## src/rtl/iis_pkg.sv

```systemverilog
// shared types and constants of the integer image scaler
package iis_pkg;

	localparam int FACTOR_W   = 4;
	localparam int DIM_W      = 13;
	localparam int ROW_W      = 12;
	localparam int MAX_HEIGHT = 4096;
	localparam int HUE_W      = 15;
	localparam int CH_W       = 13;
	localparam int COORD_W    = 15;
	localparam int HUE_SUM_W  = 21;
	localparam int CH_SUM_W   = 19;
	localparam int AREA_W     = 7;
	localparam int ADDR_W     = 4;
	localparam int DATA_W     = 32;

	// floor(v / k) == (v * RECIP[k]) >> RECIP_SHIFT for v below 2**14 and k up to 8
	localparam int RECIP_W     = 18;
	localparam int RECIP_SHIFT = 17;

	localparam logic [1:0] REG_DIRECTION = 2'd0;
	localparam logic [1:0] REG_FACTOR    = 2'd1;
	localparam logic [1:0] REG_WIDTH     = 2'd2;
	localparam logic [1:0] REG_HEIGHT    = 2'd3;

	typedef struct packed {
		logic [HUE_W-1:0] in_hue;
		logic [CH_W-1:0]  in_sat;
		logic [CH_W-1:0]  in_lum;
		logic [CH_W-1:0]  in_alpha;
	} pix_t;

	typedef struct packed {
		logic [COORD_W-1:0] out_x;
		logic [COORD_W-1:0] out_y;
		logic [HUE_W-1:0]   out_hue;
		logic [CH_W-1:0]    out_sat;
		logic [CH_W-1:0]    out_lum;
		logic [CH_W-1:0]    out_alpha;
		logic               last_of_run;
	} res_t;

	typedef struct packed {
		logic [HUE_SUM_W-1:0] hue;
		logic [CH_SUM_W-1:0]  sat;
		logic [CH_SUM_W-1:0]  lum;
		logic [CH_SUM_W-1:0]  alpha;
	} sums_t;

	typedef enum logic [3:0] {
		ST_CLEAR,
		ST_IDLE,
		ST_MUL,
		ST_UP,
		ST_CHECK,
		ST_READ,
		ST_UPDATE,
		ST_DIVIDE,
		ST_EMIT
	} state_t;

	function automatic logic [RECIP_W-1:0] recip(input logic [FACTOR_W-1:0] k);
		logic [RECIP_W-1:0] r;
		case (k)
			4'd1:    r = 18'd131072;
			4'd2:    r = 18'd65536;
			4'd3:    r = 18'd43691;
			4'd4:    r = 18'd32768;
			4'd5:    r = 18'd26215;
			4'd6:    r = 18'd21846;
			4'd7:    r = 18'd18725;
			4'd8:    r = 18'd16384;
			default: r = 18'd0;
		endcase
		return r;
	endfunction

endpackage

```

## src/rtl/iis_box_div.sv

```systemverilog
// restoring divider: four channel sums divided by the block area, one bit per cycle
module iis_box_div (
	input  logic                        clk,
	input  logic                        arst_n,
	input  logic                        start,
	input  logic [iis_pkg::AREA_W-1:0]  area,
	input  iis_pkg::sums_t              sums,
	output logic                        done,
	output iis_pkg::sums_t              quot
);
	import iis_pkg::*;

	localparam int NCH = 4;
	localparam int CW  = $clog2(HUE_SUM_W + 1);

	logic [HUE_SUM_W-1:0] dvd_q [NCH];
	logic [AREA_W-1:0]    rem_q [NCH];
	logic [AREA_W-1:0]    area_q;
	logic [CW-1:0]        cnt_q;
	logic                 busy_q;
	logic                 done_q;

	logic [AREA_W:0]      trial [NCH];
	logic                 qbit  [NCH];
	logic [AREA_W-1:0]    rem_d [NCH];

	always_comb begin
		for (int c = 0; c < NCH; c++) begin
			trial[c] = {rem_q[c], dvd_q[c][HUE_SUM_W-1]};
			qbit[c]  = (trial[c] >= {1'b0, area_q});
			if (qbit[c]) begin
				rem_d[c] = AREA_W'(trial[c] - {1'b0, area_q});
			end else begin
				rem_d[c] = trial[c][AREA_W-1:0];
			end
		end
	end

	always_ff @(posedge clk or negedge arst_n) begin
		if (!arst_n) begin
			busy_q <= 1'b0;
			done_q <= 1'b0;
			cnt_q  <= '0;
		end else begin
			done_q <= 1'b0;
			if (start) begin
				busy_q <= 1'b1;
				cnt_q  <= '0;
			end else if (busy_q) begin
				if (cnt_q == CW'(HUE_SUM_W - 1)) begin
					busy_q <= 1'b0;
					done_q <= 1'b1;
				end
				cnt_q <= cnt_q + CW'(1);
			end
		end
	end

	always_ff @(posedge clk) begin
		if (start) begin
			area_q   <= area;
			dvd_q[0] <= sums.hue;
			dvd_q[1] <= HUE_SUM_W'(sums.sat);
			dvd_q[2] <= HUE_SUM_W'(sums.lum);
			dvd_q[3] <= HUE_SUM_W'(sums.alpha);
			for (int c = 0; c < NCH; c++) begin
				rem_q[c] <= '0;
			end
		end else if (busy_q) begin
			for (int c = 0; c < NCH; c++) begin
				rem_q[c] <= rem_d[c];
				dvd_q[c] <= {dvd_q[c][HUE_SUM_W-2:0], qbit[c]};
			end
		end
	end

	assign done       = done_q;
	assign quot.hue   = dvd_q[0];
	assign quot.sat   = CH_SUM_W'(dvd_q[1]);
	assign quot.lum   = CH_SUM_W'(dvd_q[2]);
	assign quot.alpha = CH_SUM_W'(dvd_q[3]);

endmodule

```

## config.mk

```make
export PLATFORM = sky130hd
export DESIGN_NAME = iis_box_div
export DESIGN_NICKNAME = d
export VERILOG_FILES = /design/src/rtl/iis_pkg.sv /design/src/rtl/iis_box_div.sv
export SDC_FILE = /design/constraint.sdc
export NUM_CORES = 1
export LEC_CHECK = 0
export ABC_AREA = 0
export BUFFER_PORTS_ARGS = -buffer_cell sky130_fd_sc_hd__buf_2
export CAP_MARGIN = 0
export CORE_MARGIN = 3
export CORE_UTILIZATION = 47
export CTS_CLUSTER_SIZE = 28
export DETAILED_ROUTE_END_ITERATION = 12
export GPL_TIMING_DRIVEN = 1
export PLACE_DENSITY = 0.71
export SYNTH_ARGS = -nofsm -noshare
export SYNTH_HDL_FRONTEND = slang
export SYNTH_SLANG_ARGS = --single-unit
```

## constraint.sdc

```tcl
create_clock -name clk -period 2.53 [get_ports clk]
set_input_delay 0 -clock clk [delete_from_list [all_inputs] [get_ports clk]]
set_output_delay 0 -clock clk [all_outputs]
set_load 0.02 [all_outputs]
```

After elaboration in Yosys (flattened, before gate mapping)
Memory sizes are Yosys's and may differ from the RTL's.
Cells that the tools add are included.

operators by class
  $add $sub $neg = 5
  $lt $le $gt $ge = 4
  eq/ne operators = 1
  multiplexer cells = 25
  bitwise operators = 8
  reduce and logical (&&, ||, !) cells = 1

operator list
  kind                 number
  $mux 21              4
  $mux 7               8
  $ge 8x7->1           4
  $sub 7x7->7          4
  $mux 1               11
  $mux 5               2
  $or 1x1->1           8
  $add 5x1->5 const B  1
  $eq 5x5->1 const B   1
  $reduce_bool 2->1    1

word-level totals
  flip-flop bits (word level) = 14
  bits in writable memories = 112
  input bits = 88
  output and inout port bits = 79
  word-level logic and storage cells = 50
  memories = 2

memory list
  memory  depth  width  rd ports  clocked after memory_dff  write ports  RTL line           RTL
  dvd_q   4      21     4         0                         4            iis_box_div.sv:16  logic [HUE_SUM_W-1:0] dvd_q [NCH];
  rem_q   4      7      4         0                         4            iis_box_div.sv:17  logic [AREA_W-1:0] rem_q [NCH];

Logic depth before layout (Yosys ltp)
Gate-level depths: netlist (run 1).

  depth in word-level cells = 4
  depth in mapped cells = 8
  mapped depth without buffers = 8

Worst setup path before layout (run 1)
OpenSTA, ideal clock, no wires.

  path type = reg2reg
  from = reg busy_q
  to = mem dvd_q[0][0], enable pin
  library setup time = 423 ps
  data arrival time = 1908 ps
  data required time = 2107 ps
  setup slack = 199 ps
  cell stages (with the launch flop) = 3
  buffers on the path = 1
  period minus slack after synthesis = 2331 ps
  cells stage by stage = dfrtp_1 > buf_2 > or2_2

RTL lines
  what                    RTL line           RTL
  from (decl)             iis_box_div.sv:20  logic busy_q;
  from (signal assigned)  iis_box_div.sv:41  busy_q <= 1'b0;
  from (signal assigned)  iis_box_div.sv:47  busy_q <= 1'b1;
  from (signal assigned)  iis_box_div.sv:51  busy_q <= 1'b0;
  to (decl)               iis_box_div.sv:16

==> results of run 1 <==
## cells in the final DEF (no fill, tap or decap), drive strengths merged, types with 3 or more instances in the layout
cell,n
o221ai,4
nand3,20
mux2i,9
o221a,4
xnor2,5
buf,172
xor2,3
clkbuf,21
o31a,4
o21a,4
or2,5
nand4,6
or3,4
fa,4
ha,30
nor2b,7
dlygate4sd3,84
a21oi,36
and2,6
o22ai,8
o21ai,28
inv,24
nor3b,4
a31oi,8
nand2,242
edfxtp,119
dfrtp,7
nand2b,13
nor2,40
clkinv,7
a211o,4
o311a,8
## where the power goes
part           total [W]  internal (W)  switching [W]
clock network    0.00235       0.00147       0.000885
registers        0.00293       0.00271       0.000222
logic            0.00271       0.00113        0.00158
total            0.00799       0.00531        0.00269
## worst max-delay path, delay by kind of cell (launching register included)
family | cells | cell delay, ps
AOI/OAI and AO/OA | 4 | 710
adders and majority gates | 2 | 670
DFF | 1 | 450
and+or+nand+nor | 1 | 230
## cells by family (layout without fill, tap and decap cells)
logic type,Yosys count,in the layout,synth area share
simple gates,350,350,0.203
flops,126,126,0.513
compound gates,113,113,0.111
buf+inv,110,312,0.0882
fa+ha+maj,34,34,0.0624
mux,9,9,0.0123
xor+xnor,8,8,0.00959
other cells,0,1,0
## timing repair
| item | in CTS | in global routing |
|---|---|---|
| hold buffers | 84 | 0 |
| endpoints found under the hold margin | 89 | 0 |
| endpoints found under the setup margin | 0 | 0 |
| resized for setup | 0 | 0 |
## cell type report
cell class                 instances  area [um^2]
multi-input combinational        514         2930
clock buffer                      21          450
timing repair buffer             256         1740
antenna                            1         2.50
fill                            1167         5560
clock inverter                    11          118
tap                              184          230
sequential                       126         3750
inverter                          24         90.1
## sequential cells by signal, summed over array words and instances (netlist names)
name    count
area_q      7
busy_q      1
dvd_q      84
rem_q      28
cnt_q       5
done        1
## metal layers
metal	vias up	wire length [um]	GRT usage
met1	2781	7420	0.275
met5	-	0	0
met4	0	618	0.102
met2	258	8980	0.355
li1	2928	-	-
met3	46	1610	0.0687
## how the worst max path moves through the flow
stage	startpoint	end	slack [ps]
2_1_floorplan	busy_q	dvd_q[0][0]	200
3_3_place_gp	area_q[0]	rem_q[3][0]	270
3_5_place_dp	area_q[0]	rem_q[1][1]	230
4_1_cts	area_q[0]	rem_q[1][4]	230
5_1_grt	area_q[0]	rem_q[1][1]	90
6_report	area_q[0]	rem_q[2][0]	220
## through the flow
step	utilization	worst slack, ps	area (um^2)	instances
finish	0.626	219	9310	1137
global route	0.626	90.4	9310	1136
CTS	0.626	226	9310	1136
detailed placement	0.531	233	7900	1020
global placement	0.531	272	7900	1020
floorplan	-	199	7300	750
==> flow_metrics.tcl, run 1 <==
set metrics [dict create \
    setup_viol 0 \
    r2r-end "rem_q[2][0]" \
    endpoint_kind "register" \
    wl_per_cell_um 16.4 \
    cts_root_buf "clkbuf_16" \
    grt_pass1_vias 5964 \
    antenna_found_initial 0 \
    hold_viol 0 \
    fin_skew_ps 6.16 \
    clock-sinks 126 \
    grt_max_degree 97 \
    rrSetupSlack_ps 220 \
    rsz0062_at_grt "false" \
    grt_usage 0.221 \
    hp-start "start" \
    synth_cell_types 43 \
    critPathLaunchType "register" \
    synth_seq_cells 126 \
    synth.area.top_cells "edfxtp_1, nand2_1, buf_4" \
    die_w_um 131 \
    drt_first_pass_iters 5 \
    min_path_cells 2 \
    syn_inst 750 \
    yosysTopAreaCell "edfxtp_1" \
    cp_max_fo 8 \
    power_density_nw_per_um2 859 \
    holdPathEnd "cnt_q[3]" \
    synth-edff-count 119 \
    routabilityCongestion 0.857 \
    drv_cap 0 \
    yosysWarnings 0 \
    synth-async-reset-ratio 0.0556 \
    io_buffers 166 \
    vias_per_cell 5.29 \
    ys_seq_area_frac 0.513 \
    die_area_um2 17100 \
    syn_area_per_cell_um2 9.74 \
    fin_setup_tns_ps 0 \
    syn_to_final_growth_pct 27.5 \
    syn-num-nets 872 \
    cts_tree "yes" \
    routed_wl_um 18600 \
    drv_slew 0 \
    htree_num_levels 4 \
    core-area_um2 14900 \
    total_power_w 0.00799 \
    grt_pass1_wl_um 29200 \
    slew_headroom 0.615 \
    synth_common_cells "nand2_1, edfxtp_1, buf_4, nor2_1, ha_1" \
    fp.dieH_um 131 \
    synth_most_common_cell "nand2_1" \
    hpwl_um 11700 \
    timing.hold.ws_ps 17.6 \
    critPathSlowestCell "edfxtp_1" \
    numCtsBuffers 17 \
    min_path_type "in2reg" \
    post_cts_buffers 0 \
    worstPathArrival_ps 2470 \
    fin_crit_sh 0.913 \
    grt.overflow.total 0 \
    ys.flop_type "edfxtp_1" \
    worstSetupPathType "reg2reg" \
    synth_top_area_share 0.489 \
    p_leak_nw 4.32 \
    nNetsFinal 1061 \
    clockBufferDepth 2 \
    critPathMaxStageDelay_ps 450 \
    io_pins 167 \
    ant_nets 0 \
    fmax_ghz 0.433 \
    status "completed" \
    drt-initial-drc-count 340 \
    drc 0 \
    layout-drive-gt1-share 0.244 \
    clk_pin_slew_ps 50 \
    r2r_cells 7 \
    synth_area_um2 7300 \
    vias 6013 \
    required_ps 2690 \
    period_minus_slack_ps 2310 \
    vdd_drop_max_uv 492 \
    insertion_delay_ps 420 \
    reg2reg_from "area_q[0]" \
    rows 44 \
    initial_core_util 0.491 \
    worstPathCellList "ha_1 > fa_1 > nand2b_2 > a21oi_4 > o221a_2 > o21ai_0 > o311a_1" \
    tightestPinTransition_ps 577 \
]
(Power assumes the default switching activity.)
==> run 2: changes to the inputs <==
--- a/config.mk
+++ b/config.mk
@@ -9,11 +9,11 @@
 export BUFFER_PORTS_ARGS = -buffer_cell sky130_fd_sc_hd__buf_2
 export CAP_MARGIN = 0
 export CORE_MARGIN = 3
-export CORE_UTILIZATION = 47
+export CORE_UTILIZATION = 55
 export CTS_CLUSTER_SIZE = 28
 export DETAILED_ROUTE_END_ITERATION = 12
 export GPL_TIMING_DRIVEN = 1
-export PLACE_DENSITY = 0.71
+export PLACE_DENSITY = 0.81
 export SYNTH_ARGS = -nofsm -noshare
 export SYNTH_HDL_FRONTEND = slang
 export SYNTH_SLANG_ARGS = --single-unit
==> flow_metrics.tcl, run 2 (synthesized netlist as in run 1, its figures left out) <==
set metrics [dict create \
    rrSetupSlack_ps 170 \
    final_cell_mix "nand2_1, buf_2, edfxtp_1" \
    tightestPinTransition_ps 556 \
    critPathMaxStageDelay_ps 470 \
    status "completed" \
    post_cts_buffers 0 \
    wl_per_cell_um 17.5 \
    fin_crit_sh 0.934 \
    grt.overflow.total 0 \
    vias_per_cell 5.57 \
    hold_viol 0 \
    grt_usage 0.277 \
    core-area_um2 12800 \
    routed_wl_um 19800 \
    switchingPower_w 0.00276 \
    hp-start "start" \
    required_ps 2690 \
    cts_tree "yes" \
    io_pins 167 \
    insertion_delay_ps 410 \
    nNetsFinal 1065 \
    critPathSlowestCell "edfxtp_1" \
    rows 41 \
    switching_share 0.338 \
    fin_skew_ps 9.85 \
    worstPathCellList "ha_1 > fa_1 > nand2b_2 > a21oi_4 > o221a_2 > o21ai_1 > o311a_1" \
    die_w_um 121 \
    htree_num_levels 4 \
    min_path_cells 2 \
    reg2reg_from "area_q[0]" \
    hpwl_um 11600 \
    clockBufferDepth 2 \
    numCtsBuffers 17 \
    power_density_nw_per_um2 872 \
    rsz0062_at_grt "false" \
    slew_headroom 0.629 \
    p_seq_frac 0.360 \
    cp_top_family "compound AO/OA/AOI/OAI gates" \
    layout-drive-gt1-share 0.244 \
    pwr-share-comb 0.340 \
    grt_pass1_vias 6428 \
    routabilityCongestion 0.864 \
    cts_resized 0 \
    drt-initial-drc-count 570 \
    cp_max_fo 8 \
    grt_max_degree 62 \
    clock-sinks 126 \
    period_minus_slack_ps 2360 \
    drv_cap 0 \
    r2r-end "rem_q[1][1]" \
    r2r_cells 7 \
    vdd_drop_max_uv 516 \
    die_area_um2 14700 \
    critPathBufInv 0 \
    drc 0 \
    postLayoutCellArea_um2 9380 \
    min_path_type "in2reg" \
    final_common_cell "nand2_1" \
    initial_core_util 0.569 \
    critPathLaunchType "register" \
    diodes 0 \
    largestRegisters "dvd_q (84), rem_q (28), area_q (7)" \
    largest_reg_flops 84 \
    holdPathEnd "cnt_q[3]" \
    clkPwrFrac 0.300 \
    ant_nets 0 \
    io_buffers 166 \
    drv_slew 0 \
    endpoint_kind "register" \
    fmax_ghz 0.423 \
    worstSetupPathType "reg2reg" \
    antenna_found_initial 0 \
    clk_pin_slew_ps 60 \
    setup_viol 0 \
    worstPathArrival_ps 2520 \
    timing.hold.ws_ps 28.0 \
    vias 6286 \
    fill_cells 826 \
    p_int_w 0.00542 \
    total_power_w 0.00818 \
    syn_to_final_growth_pct 28.4 \
    p_leak_nw 4.35 \
    cts_root_buf "clkbuf_16" \
    top_register "dvd_q" \
    fin_setup_tns_ps 0 \
    grt_pass1_wl_um 31800 \
    drt_first_pass_iters 5 \
    fp.dieH_um 121 \
    placed_cell_area_um2 7920 \
]
[run 2: changes by cell type in the layout (fill, tap and decap cells not counted), sizes merged]
cell,delta
buf,+2
diode,-1
bufinv,+1
clkinvlp,+3
clkinv,-4
dlygate4sd3,+2
[run 2: area by class of cell]
class | instances | area, um^2 | share of cell area
Clock buffer | 21 | 450 | 0.0480
Clock inverter | 11 | 145 | 0.0155
Inverter | 24 | 90.1 | 0.00961
Multi-Input combinational cell | 514 | 2930 | 0.312
Sequential cell | 126 | 3750 | 0.400
Tap cell | 172 | 215 | 0.0229
Timing Repair Buffer | 260 | 1800 | 0.192
[run 2: what timing repair did]
action | in CTS | in global routing
endpoints found under the hold margin | 91 | 0
hold buffers | 86 | 0
setup endpoints to repair | 0 | 0
[run 2: stage by stage]
step	util	std cells	worst slack [ps]
global placement	0.618	1010	270
floorplan	-	750	199
detailed placement	0.618	1010	188
finish	0.731	1128	168
CTS	0.731	1128	192
global route	0.731	1128	31.8
[run 2: how the worst max path moves through the flow]
| stage | startpoint | endpoint | depth (start not counted) |
|---|---|---|---|
| finish | area_q[0] | rem_q[1][1] | 7 |
| floorplan | busy_q | dvd_q[0][0] | 2 |
| detailed placement | area_q[0] | rem_q[3][0] | 7 |
| global route | area_q[0] | rem_q[1][4] | 7 |
| global placement | area_q[0] | rem_q[3][0] | 7 |
| CTS | area_q[0] | rem_q[0][4] | 7 |
[run 2: layer usage]
layer | wire length (um) | track usage | vias up
met5 | 0 | 0 | -
met4 | 645 | 0.109 | 0
met3 | 1640 | 0.0765 | 56
met2 | 9840 | 0.462 | 349
met1 | 7660 | 0.343 | 2947
li1 | - | - | 2934
[run 2: power by group through the flow]
stage | combinational [W] | sequential [W] | clock [W]
2_1_floorplan | 0.00209 | 0.00293 | 0
3_3_place_gp | 0.00251 | 0.00296 | 0
3_5_place_dp | 0.00257 | 0.00296 | 0
4_1_cts | 0.00271 | 0.00293 | 0.00247
5_1_grt | 0.00305 | 0.00298 | 0.00257
6_report | 0.00278 | 0.00294 | 0.00246
[run 2: worst register-to-register path, cell delays in order, from the launching register on]
cell and delay, ps:
edfxtp_1 470, ha_1 270, fa_1 390, nand2b_2 220, a21oi_4 160, o221a_2 320
o21ai_1 130, o311a_1 140
